`config.mk`:
```
export PLATFORM = sky130hd
export DESIGN_NAME = wav_pcm_stream_to_mono_core
export DESIGN_NICKNAME = d
export VERILOG_FILES = /design/src/sv/wpm_pkg.sv /design/src/sv/wpm_div.sv /design/src/sv/wpm_ofifo.sv /design/src/sv/wpm_dp.sv /design/src/sv/wpm_ctrl.sv /design/src/sv/wav_pcm_stream_to_mono_core.sv
export SDC_FILE = /design/constraint.sdc
export NUM_CORES = 2
export LEC_CHECK = 0
export BUFFER_PORTS_ARGS = -buffer_cell sky130_fd_sc_hd__buf_2
export CORE_MARGIN = 1
export CORE_UTILIZATION = 30
export DETAILED_ROUTE_END_ITERATION = 7
export GPL_ROUTABILITY_DRIVEN = 0
export HOLD_SLACK_MARGIN = 0.02
export PLACE_DENSITY = 0.51
export RECOVER_POWER = 50
export SLEW_MARGIN = 25
export SYNTH_ARGS = -nofsm -noshare
export SYNTH_HDL_FRONTEND = slang
export SYNTH_SLANG_ARGS = --single-unit
```
`constraint.sdc`:
```
create_clock -name clk_i -period 8.3 [get_ports clk_i]
set_input_delay 0.83 -clock clk_i [delete_from_list [all_inputs] [get_ports clk_i]]
set_output_delay 0.83 -clock clk_i [all_outputs]
set_load 0.005 [all_outputs]
```
`src/sv/wpm_pkg.sv`:
```
// Shared types, codes and helpers for the WAV stream to mono decoder.
package wpm_pkg;

  localparam int MAX_CHANNELS    = 256;
  localparam int MAX_SAMPLE_BITS = 32;
  localparam int HEADER_BYTES    = 36;
  localparam int FMT_BASE        = 16;
  localparam int DIV_W           = 40;
  localparam int DVS_W           = 22;
  localparam int OFIFO_DEPTH     = 4;

  localparam logic [24:0] SAMPLE_LIMIT_RST = 25'd28800000;
  localparam logic [7:0]  SCAN_LIMIT_RST   = 8'd20;

  localparam logic [31:0] TAG_RIFF = 32'h52494646;
  localparam logic [31:0] TAG_WAVE = 32'h57415645;
  localparam logic [31:0] TAG_DATA = 32'h64617461;

  typedef enum logic {
    REG_SAMPLE_LIMIT = 1'b0,
    REG_SCAN_LIMIT   = 1'b1
  } reg_idx_e;

  typedef enum logic [1:0] {
    KIND_FORMAT = 2'd0,
    KIND_SAMPLE = 2'd1,
    KIND_ERROR  = 2'd2,
    KIND_DONE   = 2'd3
  } kind_e;

  typedef enum logic [3:0] {
    ERR_NONE     = 4'd0,
    ERR_MAGIC    = 4'd1,
    ERR_NOT_PCM  = 4'd2,
    ERR_FIELDS   = 4'd3,
    ERR_CHANNELS = 4'd4,
    ERR_NO_DATA  = 4'd5,
    ERR_EMPTY    = 4'd6,
    ERR_DEPTH    = 4'd7,
    ERR_TRUNC    = 4'd8
  } err_e;

  typedef enum logic [2:0] {
    PH_HEADER    = 3'd0,
    PH_FMTSKIP   = 3'd1,
    PH_CHUNKHDR  = 3'd2,
    PH_CHUNKSKIP = 3'd3,
    PH_DATA      = 3'd4,
    PH_DRAIN     = 3'd5
  } phase_e;

  typedef enum logic [2:0] {
    S_IDLE  = 3'd0,
    S_FGO   = 3'd1,
    S_FWAIT = 3'd2,
    S_SGO   = 3'd3,
    S_SWAIT = 3'd4,
    S_DONE  = 3'd5,
    S_FIN   = 3'd6
  } ctrl_state_e;

  typedef enum logic [1:0] {
    STEP_NONE  = 2'd0,
    STEP_FAIL  = 2'd1,
    STEP_BEGIN = 2'd2,
    STEP_FRAME = 2'd3
  } step_e;

  typedef struct packed {
    logic [7:0] byte_value;
    logic       end_of_stream;
  } in_item_t;

  typedef struct packed {
    logic [1:0]         result_kind;
    logic signed [31:0] sample_value;
    logic [30:0]        sample_rate;
    logic [8:0]         channel_count;
    logic [5:0]         bits_per_sample;
    logic [24:0]        sample_count;
    logic [3:0]         error_code;
    logic               last;
  } out_item_t;

  typedef struct packed {
    logic step;
    logic frm_go;
    logic frm_end;
    logic smp_go;
    logic smp_end;
    logic done_push;
    logic fin;
  } wpm_cmd_t;

  typedef struct packed {
    step_e step_kind;
    logic  frm_more;
    logic  smp_last;
  } wpm_sts_t;

  function automatic logic [7:0] tag_byte(input logic [31:0] tag, input logic [1:0] idx);
    return tag[{~idx, 3'b000} +: 8];
  endfunction

  function automatic out_item_t mk_err(input err_e code);
    out_item_t it;
    it = '0;
    it.result_kind = KIND_ERROR;
    it.error_code  = code;
    it.last        = 1'b1;
    return it;
  endfunction

  function automatic out_item_t mk_done(input logic [24:0] count);
    out_item_t it;
    it = '0;
    it.result_kind  = KIND_DONE;
    it.sample_count = count;
    it.last         = 1'b1;
    return it;
  endfunction

endpackage

```
`src/sv/wpm_div.sv`:
```
// Radix-2 restoring divider, one quotient bit per cycle.
module wpm_div import wpm_pkg::*; (
  input  logic             clk_i,
  input  logic             rst_ni,
  input  logic             start_i,
  input  logic [DIV_W-1:0] dividend_i,
  input  logic [DVS_W-1:0] divisor_i,
  output logic [DIV_W-1:0] quot_o,
  output logic             done_o
);

  logic [DIV_W-1:0] quo_q;
  logic [DVS_W-1:0] rem_q, dvs_q;
  logic [5:0]       cnt_q;
  logic             busy_q, done_q;
  logic [DVS_W:0]   shifted;
  logic [DVS_W+1:0] diff;
  logic             ge;

  assign shifted = {rem_q, quo_q[DIV_W-1]};
  assign diff    = {1'b0, shifted} - {2'b00, dvs_q};
  assign ge      = ~diff[DVS_W+1];

  always_ff @(posedge clk_i or negedge rst_ni) begin
    if (!rst_ni) begin
      busy_q <= 1'b0;
      done_q <= 1'b0;
      cnt_q  <= '0;
    end else if (start_i) begin
      busy_q <= 1'b1;
      done_q <= 1'b0;
      cnt_q  <= 6'(DIV_W);
    end else if (busy_q) begin
      cnt_q <= cnt_q - 6'd1;
      if (cnt_q == 6'd1) begin
        busy_q <= 1'b0;
        done_q <= 1'b1;
      end
    end else begin
      done_q <= 1'b0;
    end
  end

  always_ff @(posedge clk_i) begin
    if (start_i) begin
      quo_q <= dividend_i;
      dvs_q <= divisor_i;
      rem_q <= '0;
    end else if (busy_q) begin
      rem_q <= ge ? diff[DVS_W-1:0] : shifted[DVS_W-1:0];
      quo_q <= {quo_q[DIV_W-2:0], ge};
    end
  end

  assign quot_o = quo_q;
  assign done_o = done_q;

endmodule

```
`src/sv/wpm_ofifo.sv`:
```
// Four-entry result queue between the decoder and the output channel.
module wpm_ofifo import wpm_pkg::*; (
  input  logic      clk_i,
  input  logic      rst_ni,
  input  logic      push_i,
  input  out_item_t item_i,
  input  logic      pop_i,
  output logic      valid_o,
  output out_item_t item_o,
  output logic [2:0] level_o
);

  out_item_t  mem_q [OFIFO_DEPTH];
  logic [1:0] wr_q, rd_q;
  logic [2:0] cnt_q;

  always_ff @(posedge clk_i or negedge rst_ni) begin
    if (!rst_ni) begin
      wr_q  <= '0;
      rd_q  <= '0;
      cnt_q <= '0;
    end else begin
      if (push_i) wr_q <= wr_q + 2'd1;
      if (pop_i)  rd_q <= rd_q + 2'd1;
      cnt_q <= cnt_q + {2'b00, push_i} - {2'b00, pop_i};
    end
  end

  always_ff @(posedge clk_i) begin
    if (push_i) mem_q[wr_q] <= item_i;
  end

  assign valid_o = (cnt_q != 3'd0);
  assign item_o  = mem_q[rd_q];
  assign level_o = cnt_q;

endmodule

```
`src/sv/wpm_dp.sv`:
```
// Parse datapath: header fields, chunk scan, sample assembly and frame sums.
module wpm_dp import wpm_pkg::*; (
  input  logic             clk_i,
  input  logic             rst_ni,
  input  in_item_t         in_item_i,
  input  logic [24:0]      sample_limit_i,
  input  logic [7:0]       scan_limit_i,
  input  wpm_cmd_t         cmd_i,
  output wpm_sts_t         sts_o,
  output logic [DIV_W-1:0] div_dividend_o,
  output logic [DVS_W-1:0] div_divisor_o,
  input  logic [DIV_W-1:0] div_quot_i,
  output logic             push_o,
  output out_item_t        push_item_o
);

  phase_e      phase_q;
  logic [5:0]  pos_q;
  logic        magic_q, tag_ok_q, eos_q, neg_q;
  logic [31:0] fmt_q, rate_q, csize_q, skip_q, asm_q;
  logic [15:0] format_q, chan_q, bits_q;
  logic [7:0]  scan_q;
  logic [39:0] sum_q;
  logic [8:0]  idx_q;
  logic [24:0] target_q, emitted_q;

  logic [7:0]  b;
  logic        magic_n;
  logic [31:0] fmt_n, rate_n, csize_n, raw_n;
  logic [15:0] format_n, chan_n, bits_n;
  err_e        hdr_err, fail_code;
  logic        hdr_last, chunk_last, tag_n, smp_end, frame_end, bits_ok;
  logic [7:0]  scan_n, lim;
  logic [2:0]  bps;
  logic [39:0] q31, sum_n, sum_abs;
  logic [8:0]  idx_n;
  step_e       step_kind;
  logic [31:0] qf, qs, sval;
  logic [24:0] tgt;
  logic [21:0] frame_bytes;

  assign b = in_item_i.byte_value;

  // header field capture
  always_comb begin
    magic_n  = magic_q;
    fmt_n    = fmt_q;
    format_n = format_q;
    chan_n   = chan_q;
    rate_n   = rate_q;
    bits_n   = bits_q;
    if (pos_q < 6'd4) begin
      if (b != tag_byte(TAG_RIFF, pos_q[1:0])) magic_n = 1'b1;
    end else if (pos_q >= 6'd8 && pos_q < 6'd12) begin
      if (b != tag_byte(TAG_WAVE, pos_q[1:0])) magic_n = 1'b1;
    end else if (pos_q >= 6'd16 && pos_q < 6'd20) begin
      fmt_n[{pos_q[1:0], 3'b000} +: 8] = b;
    end else if (pos_q >= 6'd20 && pos_q < 6'd22) begin
      format_n[{pos_q[0], 3'b000} +: 8] = b;
    end else if (pos_q >= 6'd22 && pos_q < 6'd24) begin
      chan_n[{pos_q[0], 3'b000} +: 8] = b;
    end else if (pos_q >= 6'd24 && pos_q < 6'd28) begin
      rate_n[{pos_q[1:0], 3'b000} +: 8] = b;
    end else if (pos_q >= 6'd34 && pos_q < 6'd36) begin
      bits_n[{pos_q[0], 3'b000} +: 8] = b;
    end
  end

  always_comb begin
    if (magic_n) hdr_err = ERR_MAGIC;
    else if (format_n != 16'd1) hdr_err = ERR_NOT_PCM;
    else if (rate_n == 32'd0 || rate_n[31] || chan_n == 16'd0 || bits_n < 16'd8)
      hdr_err = ERR_FIELDS;
    else if (chan_n > 16'(MAX_CHANNELS)) hdr_err = ERR_CHANNELS;
    else hdr_err = ERR_NONE;
  end

  assign hdr_last = (pos_q == 6'(HEADER_BYTES - 1));

  // chunk header
  assign chunk_last = (pos_q == 6'd7);
  assign tag_n  = tag_ok_q && (pos_q >= 6'd4 || b == tag_byte(TAG_DATA, pos_q[1:0]));
  assign scan_n = (scan_q == 8'hFF) ? scan_q : scan_q + 8'd1;
  assign lim    = (scan_limit_i == 8'd0) ? 8'd1 : scan_limit_i;

  always_comb begin
    csize_n = csize_q;
    if (pos_q >= 6'd4) csize_n[{pos_q[1:0], 3'b000} +: 8] = b;
  end

  // sample assembly and Q1.31 scaling
  assign bps     = bits_q[5:3];
  assign smp_end = (6'(pos_q + 6'd1) == {3'b000, bps});

  always_comb begin
    raw_n = asm_q;
    raw_n[{pos_q[1:0], 3'b000} +: 8] = b;
  end

  always_comb begin
    unique case (bits_q[5:0])
      6'd8:    q31 = {{9{~raw_n[7]}}, raw_n[6:0], 24'd0};
      6'd16:   q31 = {{8{raw_n[15]}}, raw_n[15:0], 16'd0};
      6'd24:   q31 = {{8{raw_n[23]}}, raw_n[23:0], 8'd0};
      default: q31 = {{8{raw_n[31]}}, raw_n};
    endcase
  end

  assign sum_n     = sum_q + q31;
  assign idx_n     = idx_q + 9'd1;
  assign frame_end = smp_end && (idx_n == chan_q[8:0]);

  always_comb begin
    step_kind = STEP_NONE;
    fail_code = ERR_NONE;
    unique case (phase_q) inside
      PH_HEADER: begin
        if (hdr_last && hdr_err != ERR_NONE) begin
          step_kind = STEP_FAIL;
          fail_code = hdr_err;
        end
      end
      PH_CHUNKHDR: begin
        if (chunk_last) begin
          if (tag_n) step_kind = STEP_BEGIN;
          else if (scan_n >= lim) begin
            step_kind = STEP_FAIL;
            fail_code = ERR_NO_DATA;
          end
        end
      end
      PH_DATA: begin
        if (frame_end) step_kind = STEP_FRAME;
      end
      default: step_kind = STEP_NONE;
    endcase
  end

  // divisions: frame count at the data chunk, then one per frame
  assign bits_ok = (bits_q == 16'd8 || bits_q == 16'd16 || bits_q == 16'd24 ||
                    bits_q == 16'd32) && bits_q <= 16'(MAX_SAMPLE_BITS);
  assign frame_bytes = {13'd0, chan_q[8:0]} * {9'd0, bits_q[15:3]};
  assign sum_abs = sum_q[39] ? (~sum_q + 40'd1) : sum_q;
  assign qf      = div_quot_i[31:0];
  assign qs      = div_quot_i[31:0];
  assign sval    = neg_q ? (~qs + 32'd1) : qs;
  assign tgt     = (qf < {7'd0, sample_limit_i}) ? qf[24:0] : sample_limit_i;

  assign div_dividend_o = cmd_i.frm_go ? {8'd0, csize_q} : sum_abs;
  assign div_divisor_o  = cmd_i.frm_go ? frame_bytes : {13'd0, chan_q[8:0]};

  assign sts_o.step_kind = step_kind;
  assign sts_o.frm_more  = (qf != 32'd0) && bits_ok && (sample_limit_i == 25'd0);
  assign sts_o.smp_last  = ({1'b0, emitted_q} + 26'd1) >= {1'b0, target_q};

  always_comb begin
    push_o      = 1'b0;
    push_item_o = '0;
    if (cmd_i.step && step_kind == STEP_FAIL) begin
      push_o      = 1'b1;
      push_item_o = mk_err(fail_code);
    end else if (cmd_i.frm_end) begin
      push_o = 1'b1;
      if (qf == 32'd0) push_item_o = mk_err(ERR_EMPTY);
      else if (!bits_ok) push_item_o = mk_err(ERR_DEPTH);
      else begin
        push_item_o.result_kind     = KIND_FORMAT;
        push_item_o.sample_rate     = rate_q[30:0];
        push_item_o.channel_count   = chan_q[8:0];
        push_item_o.bits_per_sample = bits_q[5:0];
      end
    end else if (cmd_i.smp_end) begin
      push_o                   = 1'b1;
      push_item_o.result_kind  = KIND_SAMPLE;
      push_item_o.sample_value = sval;
      push_item_o.sample_count = emitted_q + 25'd1;
    end else if (cmd_i.done_push) begin
      push_o      = 1'b1;
      push_item_o = mk_done(emitted_q);
    end else if (cmd_i.fin && eos_q) begin
      unique case (phase_q) inside
        PH_HEADER: begin
          push_o      = 1'b1;
          push_item_o = mk_err(ERR_TRUNC);
        end
        PH_DATA: begin
          push_o      = 1'b1;
          push_item_o = mk_done(emitted_q);
        end
        PH_DRAIN: push_o = 1'b0;
        default: begin
          push_o      = 1'b1;
          push_item_o = mk_err(ERR_NO_DATA);
        end
      endcase
    end
  end

  always_ff @(posedge clk_i or negedge rst_ni) begin
    if (!rst_ni) begin
      phase_q   <= PH_HEADER;
      pos_q     <= '0;
      magic_q   <= 1'b0;
      fmt_q     <= '0;
      format_q  <= '0;
      chan_q    <= '0;
      rate_q    <= '0;
      bits_q    <= '0;
      csize_q   <= '0;
      skip_q    <= '0;
      scan_q    <= '0;
      tag_ok_q  <= 1'b1;
      asm_q     <= '0;
      sum_q     <= '0;
      idx_q     <= '0;
      target_q  <= '0;
      emitted_q <= '0;
      eos_q     <= 1'b0;
      neg_q     <= 1'b0;
    end else begin
      if (cmd_i.step) begin
        eos_q <= in_item_i.end_of_stream;
        unique case (phase_q) inside
          PH_HEADER: begin
            magic_q  <= magic_n;
            fmt_q    <= fmt_n;
            format_q <= format_n;
            chan_q   <= chan_n;
            rate_q   <= rate_n;
            bits_q   <= bits_n;
            pos_q    <= pos_q + 6'd1;
            if (hdr_last) begin
              pos_q <= '0;
              if (hdr_err != ERR_NONE) phase_q <= PH_DRAIN;
              else if (fmt_n > 32'(FMT_BASE)) begin
                skip_q  <= fmt_n - 32'(FMT_BASE);
                phase_q <= PH_FMTSKIP;
              end else begin
                phase_q  <= PH_CHUNKHDR;
                csize_q  <= '0;
                tag_ok_q <= 1'b1;
              end
            end
          end
          PH_FMTSKIP, PH_CHUNKSKIP: begin
            skip_q <= (skip_q == 32'd0) ? 32'd0 : skip_q - 32'd1;
            if (skip_q <= 32'd1) begin
              phase_q  <= PH_CHUNKHDR;
              pos_q    <= '0;
              csize_q  <= '0;
              tag_ok_q <= 1'b1;
            end
          end
          PH_CHUNKHDR: begin
            pos_q    <= pos_q + 6'd1;
            tag_ok_q <= tag_n;
            csize_q  <= csize_n;
            if (chunk_last) begin
              scan_q <= scan_n;
              if (!tag_n) begin
                if (scan_n >= lim) phase_q <= PH_DRAIN;
                else if (csize_n == 32'd0) begin
                  pos_q    <= '0;
                  csize_q  <= '0;
                  tag_ok_q <= 1'b1;
                end else begin
                  skip_q  <= csize_n;
                  phase_q <= PH_CHUNKSKIP;
                end
              end
            end
          end
          PH_DATA: begin
            if (smp_end) begin
              asm_q <= '0;
              pos_q <= '0;
              sum_q <= sum_n;
              idx_q <= idx_n;
            end else begin
              asm_q <= raw_n;
              pos_q <= pos_q + 6'd1;
            end
          end
          default: ;
        endcase
      end
      if (cmd_i.smp_go) neg_q <= sum_q[39];
      if (cmd_i.frm_end) begin
        if (qf == 32'd0 || !bits_ok) phase_q <= PH_DRAIN;
        else begin
          target_q <= tgt;
          phase_q  <= PH_DATA;
          pos_q    <= '0;
          idx_q    <= '0;
          sum_q    <= '0;
          asm_q    <= '0;
        end
      end
      if (cmd_i.smp_end) begin
        emitted_q <= emitted_q + 25'd1;
        sum_q     <= '0;
        idx_q     <= '0;
      end
      if (cmd_i.done_push) phase_q <= PH_DRAIN;
      if (cmd_i.fin && eos_q) begin
        phase_q   <= PH_HEADER;
        pos_q     <= '0;
        magic_q   <= 1'b0;
        fmt_q     <= '0;
        format_q  <= '0;
        chan_q    <= '0;
        rate_q    <= '0;
        bits_q    <= '0;
        csize_q   <= '0;
        skip_q    <= '0;
        scan_q    <= '0;
        tag_ok_q  <= 1'b1;
        asm_q     <= '0;
        sum_q     <= '0;
        idx_q     <= '0;
        target_q  <= '0;
        emitted_q <= '0;
        eos_q     <= 1'b0;
      end
    end
  end

endmodule

```
`src/sv/wpm_ctrl.sv`:
```
// Sequencer: byte step, divider runs, trailing done and end-of-stream handling.
module wpm_ctrl import wpm_pkg::*; (
  input  logic     clk_i,
  input  logic     rst_ni,
  input  logic     in_valid_i,
  input  logic     room_i,
  input  logic     div_done_i,
  input  wpm_sts_t sts_i,
  output logic     in_ready_o,
  output wpm_cmd_t cmd_o
);

  ctrl_state_e state_q, state_d;

  always_ff @(posedge clk_i or negedge rst_ni) begin
    if (!rst_ni) state_q <= S_IDLE;
    else state_q <= state_d;
  end

  always_comb begin
    state_d    = state_q;
    cmd_o      = '0;
    in_ready_o = 1'b0;
    unique case (state_q)
      S_IDLE: begin
        in_ready_o = room_i;
        if (in_valid_i && room_i) begin
          cmd_o.step = 1'b1;
          unique case (sts_i.step_kind)
            STEP_BEGIN: state_d = S_FGO;
            STEP_FRAME: state_d = S_SGO;
            default:    state_d = S_FIN;
          endcase
        end
      end
      S_FGO: begin
        cmd_o.frm_go = 1'b1;
        state_d      = S_FWAIT;
      end
      S_FWAIT: begin
        if (div_done_i) begin
          cmd_o.frm_end = 1'b1;
          state_d       = sts_i.frm_more ? S_DONE : S_FIN;
        end
      end
      S_SGO: begin
        cmd_o.smp_go = 1'b1;
        state_d      = S_SWAIT;
      end
      S_SWAIT: begin
        if (div_done_i) begin
          cmd_o.smp_end = 1'b1;
          state_d       = sts_i.smp_last ? S_DONE : S_FIN;
        end
      end
      S_DONE: begin
        cmd_o.done_push = 1'b1;
        state_d         = S_FIN;
      end
      S_FIN: begin
        cmd_o.fin = 1'b1;
        state_d   = S_IDLE;
      end
      default: state_d = S_IDLE;
    endcase
  end

endmodule

```
`src/sv/wav_pcm_stream_to_mono_core.sv`:
```
// Top level of the WAV byte stream decoder with mono downmix.
//
//  channel | direction | handshake        | payload
//  in      | request   | in_valid/ready   | in_item_t: byte_value, end_of_stream
//  out     | result    | out_valid/ready  | out_item_t: kind, sample, format, count, error
//  cfg     | APB write | psel/penable     | sample_limit @0x0, chunk_scan_limit @0x4
//
// Most bytes pass through a step state, then an end-of-stream check.
// A byte that closes a frame or the data chunk header also waits on the divider:
// the shared 40-iteration divider runs once for the average or the frame count.
// Results go to a 4-entry queue; a new byte is taken while results wait,
// as long as two entries are free. Reset clears all parse state at once.
module wav_pcm_stream_to_mono_core import wpm_pkg::*; (
  input  logic        clk_i,
  input  logic        rst_ni,
  input  logic        in_valid_i,
  output logic        in_ready_o,
  input  in_item_t    in_item_i,
  output logic        out_valid_o,
  input  logic        out_ready_i,
  output out_item_t   out_item_o,
  input  logic        psel,
  input  logic        penable,
  input  logic        pwrite,
  input  logic [2:0]  paddr,
  input  logic [31:0] pwdata,
  output logic [31:0] prdata,
  output logic        pready
);

  logic [24:0] sample_limit_q;
  logic [7:0]  scan_limit_q;
  logic        cfg_wr;
  reg_idx_e    reg_idx;

  wpm_cmd_t         cmd;
  wpm_sts_t         sts;
  logic [DIV_W-1:0] div_dividend, div_quot;
  logic [DVS_W-1:0] div_divisor;
  logic             div_done, push, pop, room;
  out_item_t        push_item;
  logic [2:0]       fifo_level;

  assign pready  = 1'b1;
  assign cfg_wr  = psel && penable && pwrite;
  assign reg_idx = reg_idx_e'(paddr[2]);

  always_ff @(posedge clk_i or negedge rst_ni) begin
    if (!rst_ni) begin
      sample_limit_q <= SAMPLE_LIMIT_RST;
      scan_limit_q   <= SCAN_LIMIT_RST;
    end else if (cfg_wr) begin
      unique case (reg_idx)
        REG_SAMPLE_LIMIT: sample_limit_q <= pwdata[24:0];
        REG_SCAN_LIMIT:   scan_limit_q   <= pwdata[7:0];
        default: ;
      endcase
    end
  end

  always_comb begin
    unique case (reg_idx)
      REG_SAMPLE_LIMIT: prdata = {7'd0, sample_limit_q};
      REG_SCAN_LIMIT:   prdata = {24'd0, scan_limit_q};
      default:          prdata = '0;
    endcase
  end

  assign room = (fifo_level <= 3'(OFIFO_DEPTH - 2));
  assign pop  = out_valid_o && out_ready_i;

  wpm_ctrl u_ctrl (
    .clk_i      (clk_i),
    .rst_ni     (rst_ni),
    .in_valid_i (in_valid_i),
    .room_i     (room),
    .div_done_i (div_done),
    .sts_i      (sts),
    .in_ready_o (in_ready_o),
    .cmd_o      (cmd)
  );

  wpm_dp u_dp (
    .clk_i          (clk_i),
    .rst_ni         (rst_ni),
    .in_item_i      (in_item_i),
    .sample_limit_i (sample_limit_q),
    .scan_limit_i   (scan_limit_q),
    .cmd_i          (cmd),
    .sts_o          (sts),
    .div_dividend_o (div_dividend),
    .div_divisor_o  (div_divisor),
    .div_quot_i     (div_quot),
    .push_o         (push),
    .push_item_o    (push_item)
  );

  wpm_div u_div (
    .clk_i      (clk_i),
    .rst_ni     (rst_ni),
    .start_i    (cmd.frm_go || cmd.smp_go),
    .dividend_i (div_dividend),
    .divisor_i  (div_divisor),
    .quot_o     (div_quot),
    .done_o     (div_done)
  );

  wpm_ofifo u_ofifo (
    .clk_i   (clk_i),
    .rst_ni  (rst_ni),
    .push_i  (push),
    .item_i  (push_item),
    .pop_i   (pop),
    .valid_o (out_valid_o),
    .item_o  (out_item_o),
    .level_o (fifo_level)
  );

  // one byte at a time: busy right after a request is taken
  assert property (@(posedge clk_i) disable iff (!rst_ni)
    (in_valid_i && in_ready_o) |=> !in_ready_o)
    else $error("request taken while a byte is still in work");

  assert property (@(posedge clk_i) disable iff (!rst_ni)
    (push && !pop) |-> (fifo_level != 3'(OFIFO_DEPTH)))
    else $error("result queue overflow");

  assert property (@(posedge clk_i) disable iff (!rst_ni)
    div_done |-> !in_ready_o)
    else $error("divider finished while sequencer idle");

  assert property (@(posedge clk_i) disable iff (!rst_ni)
    (cfg_wr && reg_idx == REG_SAMPLE_LIMIT) |=> (sample_limit_q == $past(pwdata[24:0])))
    else $error("sample limit write lost");

endmodule
```
==> impl_metrics.py <==
metrics = {
    "synthesis": {
        "synth.distinct_cells": 105,
        "synth_cells": 4857,
        "ys_top_cells_by_area": "edfxtp_1, dfrtp_1, mux4_2",
        "avgSynthCellArea_um2": 10.56,
        "synth_edf_count": 498,
        "seq_area_frac_synth_pct": 48.55,
        "synth_seq_cells": 899,
        "yosysTopAreaCell": "edfxtp_1",
        "synth_top_area_share_pct": 29.16,
        "yosys_warnings": 0,
        "ys_async_sr_fraction_pct": 42.16,
        "syn_area_um2": 51280,
        "synthFlopType": "edfxtp_1",
    },
    "sta": {
        "fin_setup_tns_ns": 0,
        "rsz0062_at_grt": "false",
        "worst_pin_slew_ns": 5.531,
        "max-slew-margin-rel_pct": -268.7,
        "finalWorstSetupSlack_ns": 1.367,
        "finClkSkew_ns": 0.03716,
        "maxClockFrequency_mhz": 144.2,
        "hold_ws_ns": 0.3410,
        "hold_viol_final": 0,
        "drv_slew": 504,
        "finalSetupViolCount": 0,
        "period_share_pct": 83.53,
        "post-route-min-period_ns": 6.933,
    },
    "power": {
        "p_sw_share_pct": 32.22,
        "switchingPower_mw": 4.130,
        "seq_power_share_pct": 42.2,
        "powerDensity_nw_per_um2": 221.7,
        "clkPwrFrac_pct": 34.1,
        "power.leakage_nw": 23.77,
        "p_int_mw": 8.687,
        "comb_power_share_pct": 23.7,
        "max-vdd-ir-drop_mv": 0.2665,
    },
    "floorplanning": {
        "die-area_um2": 172600,
        "start_util_pct": 30.26,
        "core_area_um2": 169500,
        "io_pins": 196,
        "core.rowCount": 151,
        "die_w_um": 415.4,
        "die_h_um": 415.4,
    },
    "global_route": {
        "grt_util_all_layers_pct": 18.53,
        "grt_pass1_wl_um": 245600,
        "first_global_vias": 37740,
        "antenna_found_initial": 10,
        "grt_max_degree": 152,
        "overflow": 0,
    },
    "clock_tree": {
        "clock_latency_ns": 0.72,
        "cts_root_buffer": "clkbuf_16",
        "cts_buffer_depth": 3,
        "htreeDepth": 3,
        "cts_resized": 0,
        "clkTransAtPathRegs_ns": 0.07,
        "cts_buffers": 95,
        "cts_tree": "yes",
        "postCtsSetupRepairBufs": 0,
        "ctsHoldBuffers": 0,
        "numClockSinks": 899,
    },
    "final_layout": {
        "area_growth_pct": 12.73,
        "fin_nets": 5268,
        "instances_no_fill": 7248,
        "layout_commonest_cell": "nand2_1",
        "layout-drive-gt1-share_pct": 12.24,
        "mostFrequentLayoutCells": "nand2_1, edfxtp_1, nor2_1, dfrtp_1, o21ai_0",
    },
    "run_status": {
        "violations": "capacitance limit, slew limit",
        "status": "finished with violations",
    },
    "drt": {
        "via_per_inst": 5.298,
        "drc_errors": 0,
        "avgRoutedWirePerCell_um": 22.41,
        "dr_total_vias": 38400,
        "drtPass1Iterations": 6,
        "wl_um": 162400,
        "first_iter_violations": 3655,
        "final_antenna_net_count": 0,
    },
    "worst_hold_path": {
        "min_path_type": "in -> reg",
    },
    "flow_run": {
        "drv_cap": 9,
    },
    "place": {
        "place_inst": 7064,
        "hpwl_um": 114900,
        "port_buffers": 178,
        "pre_cts_ws_ns": 2.040,
    },
    "worst_setup_path": {
        "crit_fanout": 86,
        "r2r_slack_ns": 1.37,
        "critPathLaunchType": "flop",
        "arrival_ns": 6.89,
        "crit_type": "reg -> reg",
        "cp-end-kind": "flop",
        "required_ns": 8.26,
    },
}
[cells by family after synthesis]
kind of cell | Yosys count | synth area share [%]
simple gates | 1617 | 15.08
fa+ha+maj | 272 | 7.823
other cells | 2 | 0.01465
flops | 899 | 48.55
buf+inv | 515 | 3.953
compound gates | 1094 | 13.47
xor+xnor | 251 | 4.287
mux | 207 | 6.813
[synthesized netlist by cell type, drive strengths merged, types with 13 or more instances]
| cell type | count |
|---|---|
| inv | 212 |
| clkbuf | 226 |
| and2 | 75 |
| nor3 | 92 |
| a21oi | 235 |
| or4 | 20 |
| nand3 | 152 |
| o41ai | 21 |
| dfrtp | 365 |
| a31oi | 47 |
| nand2b | 38 |
| mux4 | 109 |
| dfstp | 14 |
| nand2 | 556 |
| nand4 | 36 |
| mux2i | 55 |
| o21a | 28 |
| xnor2 | 124 |
| or2 | 13 |
| a21o | 56 |
| or3 | 33 |
| o22ai | 42 |
| edfxtp | 498 |
| fa | 81 |
| o221ai | 15 |
| nor2 | 399 |
| o21ai | 374 |
| o31ai | 52 |
| o211ai | 26 |
| a22o | 36 |
| dfxtp | 22 |
| a22oi | 28 |
| nand4b | 13 |
| nor3b | 14 |
| mux2 | 43 |
| buf | 75 |
| xor2 | 127 |
| a211oi | 16 |
| nor4 | 52 |
| o2bb2ai | 18 |
| nor2b | 30 |
| and3 | 64 |
| ha | 191 |
[area by class of cell]
type                    count  area (um^2)
diodes                      4        10.01
clock inverters            50        499.2
multi-input cells        3461        24550
flip-flops and latches    899        24900
repair buffers            274         1600
clock buffers             128         2663
inverters                 214        803.3
fillers                 17040       111700
well taps                2218         2775
[worst max-delay path: stages, from the launching register on]
cell      delay, ns
dfrtp_1        0.32
clkbuf_1       0.63
nand2b_2       0.24
clkbuf_1       2.70
nand2b_1       2.23
[stage by stage]
step | area (um^2) | utilization (%) | total power, mW
floorplan | 51340 | - | 7.193
global placement | 54670 | 32.26 | 8.498
detailed placement | 54710 | 32.28 | 8.521
CTS | 57870 | 34.15 | 12.92
global route | 57800 | 34.10 | 13.37
finish | 57800 | 34.11 | 12.82
[routing by layer]
layer / track usage (%) / routed length (um)
met5: 0 / 71
met4: 6.139 / 5190
met3: 3.164 / 10270
met2: 29.06 / 73460
met1: 25.83 / 73430
[power groups by stage]
stage	clock network [mW]	registers, mW	logic, mW
after floorplan	0	5.14	2.06
after global placement	0	5.49	3.01
after detailed placement	0	5.49	3.03
after CTS	4.47	5.40	3.04
after global routing	4.63	5.45	3.29
final	4.37	5.40	3.04
[path summary, 6_finish.rpt]
check                      depth (start not counted)         startpoint            endpoint
setup reg to reg                                   4  u_ctrl.state_q[2]     u_div.quot_o[8]
hold / removal                                     2         pwdata[11]  sample_limit_q[11]
hold reg to reg                                    2   u_dp.target_q[1]    u_dp.target_q[1]
max in group asynchronous                          3             rst_ni      u_dp.sum_q[19]
min in group asynchronous                          1             rst_ni     u_dp.rate_q[20]
setup / recovery                                   4  u_ctrl.state_q[2]     u_div.quot_o[8]
[state kept, by name, summed over array words and instances, names as in the netlist, 6 cells and up]
name            cells
u_ofifo.mem_q     436
u_div.quot_o       40
u_dp.sum_q         40
u_dp.asm_q         32
u_dp.csize_q       32
u_dp.fmt_q         32
u_dp.rate_q        32
u_dp.skip_q        32
sample_limit_q     25
u_dp.emitted_q     25
u_dp.target_q      25
u_div.dvs_q        22
u_div.rem_q        22
u_dp.bits_q        16
u_dp.chan_q        16
u_dp.format_q      16
u_dp.idx_q          9
scan_limit_q        8
u_dp.scan_q         8
u_div.cnt_q         6
u_dp.pos_q          6
Power figures use the tool's default switching activity.
